--- src/hw/rtl/skh_pkg.sv ---
package skh_pkg;

   localparam logic [31:0] PR1 = 32'h9E37_79B1;
   localparam logic [31:0] PR2 = 32'h85EB_CA77;
   localparam logic [31:0] PR3 = 32'hC2B2_AE3D;
   localparam logic [31:0] PR4 = 32'h27D4_EB2F;

   localparam int NUM_LANES = 4;

   localparam logic [NUM_LANES-1:0][31:0] LANE_INIT = '{
      32'(0) - PR1,
      32'h0000_0000,
      PR2,
      PR1 + PR2
   };

   localparam logic [4:0] FULL_STRIPE = 5'd16;
   localparam logic [4:0] HALF_STRIPE = 5'd8;

   typedef struct packed {
      logic load;
      logic mix;
      logic clear;
   } lane_ctrl_type;

   typedef struct packed {
      logic fold;
      logic tmul;
      logic trot;
      logic av1;
      logic av2;
   } merge_ctrl_type;

   typedef enum logic [7:0] {
      ST_IDLE = 8'b0000_0001,
      ST_MIX  = 8'b0000_0010,
      ST_FOLD = 8'b0000_0100,
      ST_TMUL = 8'b0000_1000,
      ST_TROT = 8'b0001_0000,
      ST_AV1  = 8'b0010_0000,
      ST_AV2  = 8'b0100_0000,
      ST_OUT  = 8'b1000_0000
   } state_type;

   function automatic logic [31:0] rotl32(input logic [31:0] v, input int r);
      rotl32 = (v << r) | (v >> (32 - r));
   endfunction

   // keep bytes below n, n in 0..8
   function automatic logic [63:0] low_bytes(input logic [3:0] n);
      logic [63:0] m;
      m = '0;
      for (int i = 0; i < 8; i++) begin
         if (4'(i) < n) begin
            m[8*i +: 8] = 8'hFF;
         end
      end
      low_bytes = m;
   endfunction

endpackage

--- src/hw/rtl/skh_lane.sv ---
module skh_lane
   import skh_pkg::*;
(
   input  logic          clock,
   input  logic          reset,
   input  lane_ctrl_type ctrl,
   input  logic [31:0]   word,
   input  logic [31:0]   init_value,
   output logic [31:0]   acc
);

   logic [31:0] prod_ff, prod_in;
   logic [31:0] acc_ff, acc_in;

   always_comb begin
      prod_in = prod_ff;
      if (ctrl.load) begin
         prod_in = 32'(word * PR2);
      end
   end

   always_comb begin
      acc_in = acc_ff;
      if (ctrl.clear) begin
         acc_in = init_value;
      end else if (ctrl.mix) begin
         acc_in = 32'(rotl32(32'(acc_ff + prod_ff), 13) * PR1);
      end
   end

   always_ff @(posedge clock) begin
      prod_ff <= prod_in;
   end

   always_ff @(posedge clock) begin
      if (reset) begin
         acc_ff <= init_value;
      end else begin
         acc_ff <= acc_in;
      end
   end

   assign acc = acc_ff;

endmodule

--- config.mk ---
export PLATFORM = sky130hd
export DESIGN_NAME = skh_lane
export DESIGN_NICKNAME = d
export VERILOG_FILES = /design/src/hw/rtl/skh_pkg.sv /design/src/hw/rtl/skh_lane.sv
export SDC_FILE = /design/constraint.sdc
export NUM_CORES = 1
export LEC_CHECK = 0
export BUFFER_PORTS_ARGS = -buffer_cell sky130_fd_sc_hd__buf_2
export CORE_MARGIN = 2
export CORE_UTILIZATION = 55
export CTS_BUF_LIST = sky130_fd_sc_hd__clkbuf_8
export CTS_CLUSTER_DIAMETER = 150
export DETAILED_ROUTE_END_ITERATION = 10
export GPL_TIMING_DRIVEN = 1
export PLACE_DENSITY = 0.83
export REMOVE_ABC_BUFFERS = 1
export SYNTH_ARGS = -nofsm -noshare
export SYNTH_HDL_FRONTEND = slang
export SYNTH_SLANG_ARGS = --single-unit
--- constraint.sdc ---
create_clock -name clock -period 15.6 [get_ports clock]
set_clock_uncertainty 0.15 [all_clocks]
set_input_delay 3.12 -clock clock [delete_from_list [all_inputs] [get_ports clock]]
set_output_delay 3.12 -clock clock [all_outputs]
set_load 0.1 [all_outputs]
Word level (Yosys, flattened, before mapping)
Cells that the tools add are included.

Register bits after elaboration: 64. Input bits: 69. Output and inout bits: 32. Word-level logic and storage cells: 10.

Add/subtract/negate cells: 1. Multipliers: 2. Muxes and demuxes: 3. Bitwise logic cells: 1. Reductions and logical operators: 1.

Operator list (count): $mux 32 (3); $mul 32x32->32 const B (2); $add 32x32->32 (1); $or 32x13->32 (1); $reduce_bool 3->1 (1).

Depth between registers and ports, before layout
Word-level depth: 6. Depth in mapped cells: 42. Depth with buffers taken out: 42.

Worst setup path after synthesis
OpenSTA, ideal clock, no wires.

Path kind: register to register. From: reg acc_ff[16] (netlist: acc[16]). To: reg acc_ff[31] (netlist: acc[31]) (data pin). Setup time: 0.273 ns. Data arrival time: 10.538 ns. Data required time: 15.177 ns. Slack: 4.639 ns. Stages on the path, launching flop included: 38. Buffers on the path: 0. Clock period less this slack: 10.961 ns. Path through: edfxtp_1 -> ha_1 -> a21o_1 -> a31oi_1 -> a21oi_1 -> or3_1 -> a21o_1 -> o211ai_1 -> a21boi_0 -> o21ai_1 -> a21oi_1 -> o21ai_1 -> a21oi_1 -> a311oi_1 -> ha_1 -> fa_1 -> inv_1 -> fa_1 -> [2 not listed] -> inv_1 -> fa_1 -> fa_1 -> fa_1 -> fa_1 -> xnor2_1 -> xnor2_1 -> xnor3_1 -> xnor3_1 -> xnor2_1 -> xnor3_2 -> xnor2_2 -> xnor2_1 -> xnor2_2 -> xnor2_1 -> nor2_1 -> a221oi_1 -> o211ai_2.

Word-level cells in the longest chain between the ends: 6.

RTL lines: start, declared (line skh_lane.sv:13) `logic [31:0] acc_ff, acc_in;`; start signal, assigned (line skh_lane.sv:37) `acc_ff <= init_value;`; start signal, assigned (line skh_lane.sv:39) `acc_ff <= acc_in;`; $add 32x32->32 (line skh_lane.sv:27) `acc_in = 32'(rotl32(32'(acc_ff + prod_ff), 13) * PR1);`; $or 32x13->32 (line skh_pkg.sv:46) `rotl32 = (v << r) | (v >> (32 - r));`; $mul 32x32->32 (line skh_lane.sv:27); $mux 32 (line skh_lane.sv:26) `end else if (ctrl.mix) begin`; $mux 32 (line skh_lane.sv:24) `if (ctrl.clear) begin`; $mux 32 (line skh_lane.sv:36) `if (reset) begin`.

Every way passes these cells. The select of a mux whose other input is x is not followed. A chain may end at the register's enable or synchronous reset.

Worst setup path after layout
From: reg acc_ff[0] (netlist: acc[0]). To: reg acc_ff[31] (netlist: acc[31]) (data pin).

The elaborated chain is that of the path after synthesis.

==> impl_metrics.toml <==
[timing]
fin_setup_tns_ns = 0
maxSlewViolCount = 0
worst_slew_pin_slew_ns = 1.14
holdWs_ns = 0.956
min_period_ns = 11.46
finalSetupViolCount = 0
max_freq_ghz = 0.0872
max-slew-margin-rel = 0.218
min_period_over_period = 0.735
hold_viol_final = 0
rsz0062_at_grt = "no"

[route]
num_vias = 15400
drt_first_pass_iters = 8
drc_errors = 0
wl_per_cell_um = 20.3
drtIter0Drc = 948
routed_via_density = 5.38
ant_nets = 0
wl_mm = 58.2

[logic_synthesis]
yosysSeqAreaShare = 0.0858
async_flop_share = 0
synth.distinct_cells = 69
synth_cells = 2224
ys.flop_type = "edfxtp_1"
synth_edf_count = 64
ys_seq_elements = 64
avgSynthCellArea_um2 = 10.1
ys.warnings.count = 0
synth_area_um2 = 22400

[clock_tree]
cts_root_buf = "clkbuf_8"
clk_pin_slew_ns = 0.09
h-tree-depth = 3
ctsResizeCount = 0
cts.sinks = 64
numCtsBuffers = 9
cts_tree = "yes"
holdBufCountCts = 0
cts_setup_buffers = 0
worstSkewPairLatency_ns = 0.42
cts_max_path_buffers = 2

[global_routing]
antenna_found_initial = 1
grt_util_all_layers = 0.290
grt_pass1_vias = 17000
grt_max_degree = 63
overflow = 0
grt_pass1_wl_mm = 91.1

[critical_path]
crit_required_ns = 15.62
worstSetupPathType = "reg -> reg"
crit_fanout = 8
crit_path_end_kind = "flop"
startpoint_type = "flop"
cpPeakStageDelay_ns = 0.97
crit_top_cell = "fa_1"
critical-path-slowest-cell = "a2111oi_0"
cp.arrival_ns = 11.48

[finish]
diodes = 0
syn_to_final_growth_pct = 6.18
fin_nets = 3230
drive_gt1_frac = 0.0671

[floorplan]
core_area_um2 = 39900
io_pins = 101
die_x_um = 206
dieArea_um2 = 42300
std_cell_rows = 73
start_util = 0.561
die_h_um = 206

[run_status]
status = "finished clean"

[run]
drv_cap = 0

[min_path]
hp-class = "reg -> reg"

[placement]
dp_hpwl_mm = 52.2
gp_congestion = 0.980
portBuffers = 100
[flip-flops by register name, indices dropped and copies added (netlist names)]
name	cells
prod_ff	32
acc	32
[final cells by class]
class	count	area, µm²
timing repair buffer	116	621
multi-input combinational	1415	17600
tap	525	657
fill	3270	16100
clock inverter	7	71.3
clock buffer	9	124
inverter	728	2730
sequential	64	1920
[layer usage]
metal  GRT usage  vias to the layer above  wire length (µm)
li1            -                     7014                 -
met1       0.342                     7791             22200
met2       0.527                      449             30500
met3      0.0238                      147              2180
met4       0.154                        0              3350
met5           0                        -                 0
[cells by family after synthesis]
family	Yosys count	share of synthesized area
mux	2	0.000894
flops	64	0.0858
compound gates	243	0.0715
buf+inv	745	0.126
xor+xnor	158	0.0672
fa+ha+maj	830	0.610
simple gates	182	0.0381
[cell usage after synthesis, types with 5 or more instances]
library cell  instances  area [µm²]
xnor2_2               8         130
nand2_1              77         289
xnor2_1             113         990
and3_1                5        31.3
and2_1                9        56.3
nor3_1               11        55.1
a31oi_1               5        31.3
a21oi_1              61         305
edfxtp_1             64        1920
nor2b_1               8        50.1
o21bai_1             18         135
fa_1                437        8750
o21ai_1              14        70.1
o21a_1               11        82.6
xor2_1               33         289
a211oi_1              6        45.0
nand3_1              12        60.1
a21o_1               42         315
ha_1                390        4880
a211o_1               5        43.8
clkbuf_1             11        41.3
nor2_1               33         124
o21ai_0              41         205
inv_1               725        2720
nand4_1               5        31.3
[layout by cell type, fill, tap and decap left out, types with 4 or more instances in the layout]
master,netlist,routed
nand4_1,5,5
clkbuf_8,1,9
and2_1,9,9
inv_1,725,725
and3_1,5,5
fa_1,437,437
nor2b_1,8,8
o21ai_1,14,14
buf_2,0,100
o21ai_0,41,41
nand3_1,12,12
o21bai_1,18,18
a31oi_1,5,5
nand2b_1,4,4
xor2_1,33,33
xnor2_2,8,8
nor3_1,11,11
o31ai_1,4,4
or3_1,4,4
o21a_1,11,11
a211o_1,5,5
nand2_1,77,77
nor2_1,33,33
xnor2_1,113,113
a21o_1,42,42
o211ai_1,4,4
ha_1,390,390
a21oi_1,61,61
a211oi_1,6,6
edfxtp_1,64,64
buf_4,0,16
[critical path: cells and delay by family, from the launching register on]
family | cells | cell delay [ns]
xor+xnor | 2 | 0.96
simple gates | 3 | 0.39
compound gates | 17 | 4.79
fa+ha+maj | 11 | 4.22
flops | 1 | 0.41
buf+inv | 5 | 0.28
[worst paths after layout]
kind,cells after the start,slack [ns],startpoint,to
hold reg to reg,3,0.96,prod_ff[19],acc[0]
setup reg to reg,38,4.14,acc[0],acc[31]
hold / removal,3,0.96,prod_ff[19],acc[0]
setup / recovery,38,4.14,acc[0],acc[31]
[through the flow]
| step | cell area (µm²) | utilization | worst slack (ns) | instances |
|---|---|---|---|---|
| final | 23800 | 0.595 | 4.14 | 2864 |
| after global routing | 23800 | 0.595 | 3.45 | 2864 |
| after CTS | 23800 | 0.595 | 4.25 | 2864 |
| after detailed placement | 23600 | 0.591 | 4.25 | 2848 |
| after global placement | 23600 | 0.591 | 4.54 | 2848 |
| after floorplan | 22300 | - | 4.64 | 2207 |
Power is not shown: default switching activity piles up to over one toggle a cycle in this logic, so the estimate is an artifact.
