--- config.mk ---
export PLATFORM = sky130hd
export DESIGN_NAME = skh_merge
export DESIGN_NICKNAME = d
export VERILOG_FILES = /design/src/hw/rtl/skh_pkg.sv /design/src/hw/rtl/skh_merge.sv
export SDC_FILE = /design/constraint.sdc
export NUM_CORES = 1
export LEC_CHECK = 0
export BUFFER_PORTS_ARGS = -buffer_cell sky130_fd_sc_hd__buf_2
export CAP_MARGIN = 20
export CORE_ASPECT_RATIO = 1.2
export CORE_MARGIN = 3
export CORE_UTILIZATION = 35
export DETAILED_ROUTE_END_ITERATION = 10
export GPL_TIMING_DRIVEN = 0
export PLACE_DENSITY_LB_ADDON = 0.08
export SETUP_SLACK_MARGIN = 0.5
export SLEW_MARGIN = 0
export SYNTH_ARGS = -nofsm -noshare
export SYNTH_HDL_FRONTEND = slang
export SYNTH_SLANG_ARGS = --single-unit
--- constraint.sdc ---
create_clock -name clock -period 22.7 [get_ports clock]
set_input_delay 2.27 -clock clock [delete_from_list [all_inputs] [get_ports clock]]
set_output_delay 2.27 -clock clock [all_outputs]
set_load 0.005 [all_outputs]
--- src/hw/rtl/skh_pkg.sv ---
package skh_pkg;

   localparam logic [31:0] PR1 = 32'h9E37_79B1;
   localparam logic [31:0] PR2 = 32'h85EB_CA77;
   localparam logic [31:0] PR3 = 32'hC2B2_AE3D;
   localparam logic [31:0] PR4 = 32'h27D4_EB2F;

   localparam int NUM_LANES = 4;

   localparam logic [NUM_LANES-1:0][31:0] LANE_INIT = '{
      32'(0) - PR1,
      32'h0000_0000,
      PR2,
      PR1 + PR2
   };

   localparam logic [4:0] FULL_STRIPE = 5'd16;
   localparam logic [4:0] HALF_STRIPE = 5'd8;

   typedef struct packed {
      logic load;
      logic mix;
      logic clear;
   } lane_ctrl_type;

   typedef struct packed {
      logic fold;
      logic tmul;
      logic trot;
      logic av1;
      logic av2;
   } merge_ctrl_type;

   typedef enum logic [7:0] {
      ST_IDLE = 8'b0000_0001,
      ST_MIX  = 8'b0000_0010,
      ST_FOLD = 8'b0000_0100,
      ST_TMUL = 8'b0000_1000,
      ST_TROT = 8'b0001_0000,
      ST_AV1  = 8'b0010_0000,
      ST_AV2  = 8'b0100_0000,
      ST_OUT  = 8'b1000_0000
   } state_type;

   function automatic logic [31:0] rotl32(input logic [31:0] v, input int r);
      rotl32 = (v << r) | (v >> (32 - r));
   endfunction

   // keep bytes below n, n in 0..8
   function automatic logic [63:0] low_bytes(input logic [3:0] n);
      logic [63:0] m;
      m = '0;
      for (int i = 0; i < 8; i++) begin
         if (4'(i) < n) begin
            m[8*i +: 8] = 8'hFF;
         end
      end
      low_bytes = m;
   endfunction

endpackage

--- src/hw/rtl/skh_merge.sv ---
module skh_merge
   import skh_pkg::*;
(
   input  logic                          clock,
   input  merge_ctrl_type                ctrl,
   input  logic [NUM_LANES-1:0][31:0]    lanes,
   input  logic [31:0]                   tail_word,
   output logic [31:0]                   hash
);

   logic [31:0] h_ff, h_in;
   logic [31:0] p_ff, p_in;
   logic [31:0] mul_a, mul_b, product;
   logic [31:0] fold_sum;

   assign fold_sum = 32'(rotl32(lanes[0], 1) + rotl32(lanes[1], 7)
                       + rotl32(lanes[2], 12) + rotl32(lanes[3], 18));

   // one shared multiplier for tail rounds and avalanche
   always_comb begin
      mul_a = tail_word;
      mul_b = PR3;
      if (ctrl.trot) begin
         mul_a = rotl32(32'(h_ff + p_ff), 17);
         mul_b = PR4;
      end else if (ctrl.av1) begin
         mul_a = h_ff ^ (h_ff >> 15);
         mul_b = PR2;
      end else if (ctrl.av2) begin
         mul_a = h_ff ^ (h_ff >> 13);
         mul_b = PR3;
      end
   end

   assign product = 32'(mul_a * mul_b);

   always_comb begin
      h_in = h_ff;
      p_in = p_ff;
      if (ctrl.fold) begin
         h_in = fold_sum;
      end else if (ctrl.tmul) begin
         p_in = product;
      end else if (ctrl.trot || ctrl.av1 || ctrl.av2) begin
         h_in = product;
      end
   end

   always_ff @(posedge clock) begin
      h_ff <= h_in;
      p_ff <= p_in;
   end

   assign hash = h_ff ^ (h_ff >> 16);

endmodule

# After elaboration in Yosys (flattened, before gate mapping)
# Cells that the tools add are included.
[op_classes]
add_sub_neg = 4
n_mul = 1
eq_ne = 1
n_mux = 8
n_bitwise = 9
reduce_logical = 5
[op_table]
columns = ["operator", "n"]
rows = [
  ["32-bit two-way mux", 7],
  ["32-bit adder", 4],
  ["32-bit by 32-bit multiplier with 32-bit output", 1],
  ["32-bit by 1-bit bitwise OR with 32-bit output", 1],
  ["32-bit by 12-bit bitwise OR with 32-bit output", 1],
  ["32-bit by 17-bit bitwise OR with 32-bit output", 1],
  ["32-bit by 18-bit bitwise OR with 32-bit output", 1],
  ["32-bit by 7-bit bitwise OR with 32-bit output", 1],
  ["32-bit by 16-bit XOR with 32-bit output", 1],
  ["32-bit by 17-bit XOR with 32-bit output", 1],
  ["32-bit by 19-bit XOR with 32-bit output", 1],
  ["31-bit two-way mux", 1],
  ["2-bit AND reduction", 2],
  ["1-bit logical OR", 2],
  ["2-bit by 1-bit inequality test with 1-bit output, second input constant", 1],
  ["2-bit nonzero test", 1],
  ["1-bit inverter", 1],
]
[totals]
reg_bits = 64
in_bits = 166
output_inout_bits = 32
elab_cells = 30

# Longest topological paths before layout
[depth]
word_depth = 8
depth_mapped = 46
depth_no_buf = 45

# Least setup slack after synthesis
# OpenSTA, ideal clock, no wires.
[synth_timing]
path_type = "in2reg"
start = "in ctrl[2] (netlist name)"
end = "reg h_ff[31], data pin"
setup_time_ns = 0.260
arrival_ns = 11.014
required_ns = 22.440
slack_ns = 11.427
stages = 34
n_path_buf = 6
path_cell_list = "buf_1 buf_1 clkbuf_1 clkbuf_1 clkbuf_1 buf_1 nand2_1 nand2_1 nand2_1 fa_1 inv_1 fa_1 fa_1 inv_1 fa_1 fa_1 inv_1 fa_1 fa_1 inv_1 fa_1 xnor2_1 xnor2_1 xnor2_1 xnor2_1 xnor2_1 xnor2_1 xnor2_1 xnor3_1 xnor3_1 xnor2_1 xnor3_1 xor2_1 mux2_2"
[synth_between]
elab_chain_cells = 5
elab_cells_between_ends = 6
classes_between = "mul: 1; mux: 5"
[synth_lines]
columns = ["element", "line", "rtl"]
rows = [
  ["start: declaration", "skh_merge.sv:5", "input merge_ctrl_type ctrl,"],
  ["32-bit two-way mux", "skh_merge.sv:23", "if (ctrl.trot) begin"],
  ["32-bit by 32-bit multiplier with 32-bit output *", "skh_merge.sv:35", "assign product = 32'(mul_a * mul_b);"],
  ["named net product[31]", "skh_merge.sv:13", "logic [31:0] mul_a, mul_b, product;"],
  ["32-bit two-way mux *", "skh_merge.sv:44", "end else if (ctrl.trot || ctrl.av1 || ctrl.av2) begin"],
  ["32-bit two-way mux *", "skh_merge.sv:42", "end else if (ctrl.tmul) begin"],
  ["32-bit two-way mux *", "skh_merge.sv:40", "if (ctrl.fold) begin"],
  ["named net h_in[31]", "skh_merge.sv:11", "logic [31:0] h_ff, h_in;"],
  ["end signal: assignment", "skh_merge.sv:50", "h_ff <= h_in;"],
  ["end: declaration", "skh_merge.sv:11", ""],
]
# The timed path passes the listed nets; every way through them passes the cells marked *. The select of a mux whose other input is x is not followed.
# A chain may end at the register's enable or synchronous reset.

# Worst setup path in the final report
# Same ends and word-level chain as after synthesis.

==> impl_metrics.json <==
{
  "status": "finished clean",
  "synth_compound_area_share_pct": 8.69,
  "r2r_cells": 40,
  "cts_setup_buffers": 0,
  "cts_sinks": 64,
  "core_um2": 58700,
  "hpwl_mm": 69.6,
  "first_pass_iters": 5,
  "maxCapViolCount": 0,
  "syn_nets": 3002,
  "viasPerCell": 4.94,
  "synth-simple-area-share_pct": 7.93,
  "diodes": 0,
  "synth_top_area_share_pct": 40.4,
  "seq_area_frac_synth_pct": 9.18,
  "r2r-start": "h_ff[1]$_DFFE_PP_",
  "synthXorXnorAreaFrac_pct": 7.52,
  "grt_pass1_vias": 17326,
  "clk_pin_slew_worst_paths_ns": 0.06,
  "routed-via-count": 15779,
  "yosys.area_share.adder_pct": 53.9,
  "finClkSkew_ns": 0.00804,
  "ctsHoldBuffers": 0,
  "die_w_um": 229,
  "syn_to_final_growth_pct": 11.5,
  "rows": 97,
  "ant_nets": 0,
  "clock.fmax_mhz": 69.5,
  "netlist_instances": 2188,
  "synth_area_leaders": "fa_1 40%, ha_1 14%, inv_1 10%",
  "die_height_um": 274,
  "critPathKind": "primary input to flip-flop",
  "postCtsResizedCells": 0,
  "slew_headroom_pct": 24.8,
  "wirelength_mm": 76.9,
  "min_path_type": "flip-flop to flip-flop",
  "synth_commonest_cells": "574 x inv_1, 422 x fa_1, 226 x ha_1",
  "h-tree-depth": 3,
  "cts_tree": "done",
  "synth_mux_area_share_pct": 1.11,
  "layout-drive-gt1-share_pct": 11.5,
  "antenna_found_initial": 2,
  "num-fill-cells": 6102,
  "yosys.area.top_type": "fa_1",
  "cpPeakStageDelay_ns": 0.66,
  "syn_area_um2": 20900,
  "critPathRequiredTime_ns": 22.81,
  "dieArea_um2": 62800,
  "clk_latency_ns": 0.35,
  "setup_viol": 0,
  "cp-endpoint": "h_ff[31]$_DFFE_PP_",
  "start_util_pct": 35.6,
  "drc": 0,
  "multi_input_area_um2": 16600,
  "synth_warnings": 0,
  "gp_congestion": 0.965,
  "critPathArrivalTime_ns": 14.48,
  "dr.first_iter.drc_count": 841,
  "grt_overflow": 0,
  "root_buffer": "clkbuf_16",
  "grtUsageTotal_pct": 24.8,
  "critPathCaptureType": "flip-flop",
  "numPortBuffers": 196,
  "synth-edff-count": 64,
  "fin_tns_setup_ns": 0,
  "grt_max_degree": 25,
  "grt_pass1_wl_mm": 112,
  "period_minus_slack_ns": 14.38,
  "synth_flop_cell": "edfxtp_1",
  "path_max_fanout": 10,
  "synthArstFlopShare_pct": 0,
  "synth_top_family_by_area": "adder cells",
  "hold_ws_ns": 1.72,
  "reg2reg_slack_ns": 9.85,
  "final_util_pct": 39.7,
  "startpoint": "ctrl[2]",
  "seqCellArea_um2": 1920,
  "post_synth.cell_area_avg_um2": 9.56,
  "nNetsFinal": 3213,
  "rr_endpoint": "h_ff[31]$_DFFE_PP_",
  "routedWlPerCell_um": 24.1,
  "cp-start-kind": "primary input",
  "synth.most_common_cell": "inv_1",
  "cts_buffers": 9,
  "cp_slowest_cell": "fa_1",
  "drv_slew": 0,
  "min_delay_path_depth": 6,
  "ys_ff_latch": 64,
  "ios": 198,
  "tightest_slew_ns": 1.12,
  "clockBufferDepth": 2,
  "period_share_pct": 63.3,
  "rsz0062_at_grt": "false",
  "final-hold-violation-count": 0,
  "synth_cell_types": 69
}
## layout by cell type (no fill, tap or decap), drive strengths merged, types with 52 or more instances in the layout
| cell | count |
|---|---|
| inv | 577 |
| fa | 422 |
| ha | 226 |
| buf | 225 |
| nand2 | 122 |
| xnor2 | 116 |
| nor2 | 115 |
| a21oi | 112 |
| edfxtp | 64 |
| xor2 | 56 |
| o21ai | 52 |
## routing by layer
layer	global-route usage, %	part of all wire (%)	up-vias
met1	31.0	41	8011
met3	1.96	4.3	122
met2	44.7	51	510
met5	0	0.017	-
met4	9.02	4.0	2
li1	-	-	7134
## registers in the layout, summed over array words and instances (netlist names)
name,count
h_ff,32
p_ff,32
## kinds of logic (layout without fill, tap and decap cells)
| kind of cell | count (synthesis) | after routing |
|---|---|---|
| and+or+nand+nor | 358 | 358 |
| buffers and inverters | 634 | 850 |
| AOI/OAI and AO/OA | 287 | 287 |
| DFF | 64 | 64 |
| other | 1 | 1 |
| muxes | 21 | 21 |
| xor gates and xnor gates | 175 | 175 |
| adders and majority gates | 648 | 648 |
## through the flow
step | worst slack (ns) | area [um2] | instances
floorplan | 11.43 | 20900 | 2188
global placement | 7.50 | 22900 | 3176
detailed placement | 8.10 | 23000 | 3179
CTS | 8.44 | 23300 | 3195
global route | 7.91 | 23300 | 3196
finish | 8.32 | 23300 | 3196
## worst min-delay path by stage
| stage | from | endpoint | slack [ns] |
|---|---|---|---|
| 3_3_place_gp | p_ff[26]$_DFFE_PP_ | p_ff[31]$_DFFE_PP_ | 1.72 |
| 4_1_cts | p_ff[26]$_DFFE_PP_ | p_ff[31]$_DFFE_PP_ | 1.71 |
| 3_5_place_dp | p_ff[26]$_DFFE_PP_ | p_ff[31]$_DFFE_PP_ | 1.69 |
| 6_report | p_ff[26]$_DFFE_PP_ | p_ff[31]$_DFFE_PP_ | 1.72 |
| 5_1_grt | p_ff[26]$_DFFE_PP_ | p_ff[31]$_DFFE_PP_ | 1.81 |
| 2_1_floorplan | p_ff[15]$_DFFE_PP_ | p_ff[0]$_DFFE_PP_ | 1.09 |
## critical path, delay by kind of cell
kind / cells / cell delay [ns]
muxes: 1 / 0.30
xor gates and xnor gates: 12 / 2.91
adders and majority gates: 8 / 4.00
buffers and inverters: 11 / 3.75
and+or+nand+nor: 3 / 1.20
## area by class of cell
class	count	share of cell area, %
clock buffers	9	0.965
well taps	792	4.25
multi-input cells	1490	71.1
clock inverters	7	0.536
flip-flops and latches	64	8.24
plain buffers	59	1.22
repair buffers	200	4.44
inverters	575	9.25
Power is not shown: default switching activity piles up to over one toggle a cycle in this logic, so the estimate is an artifact.
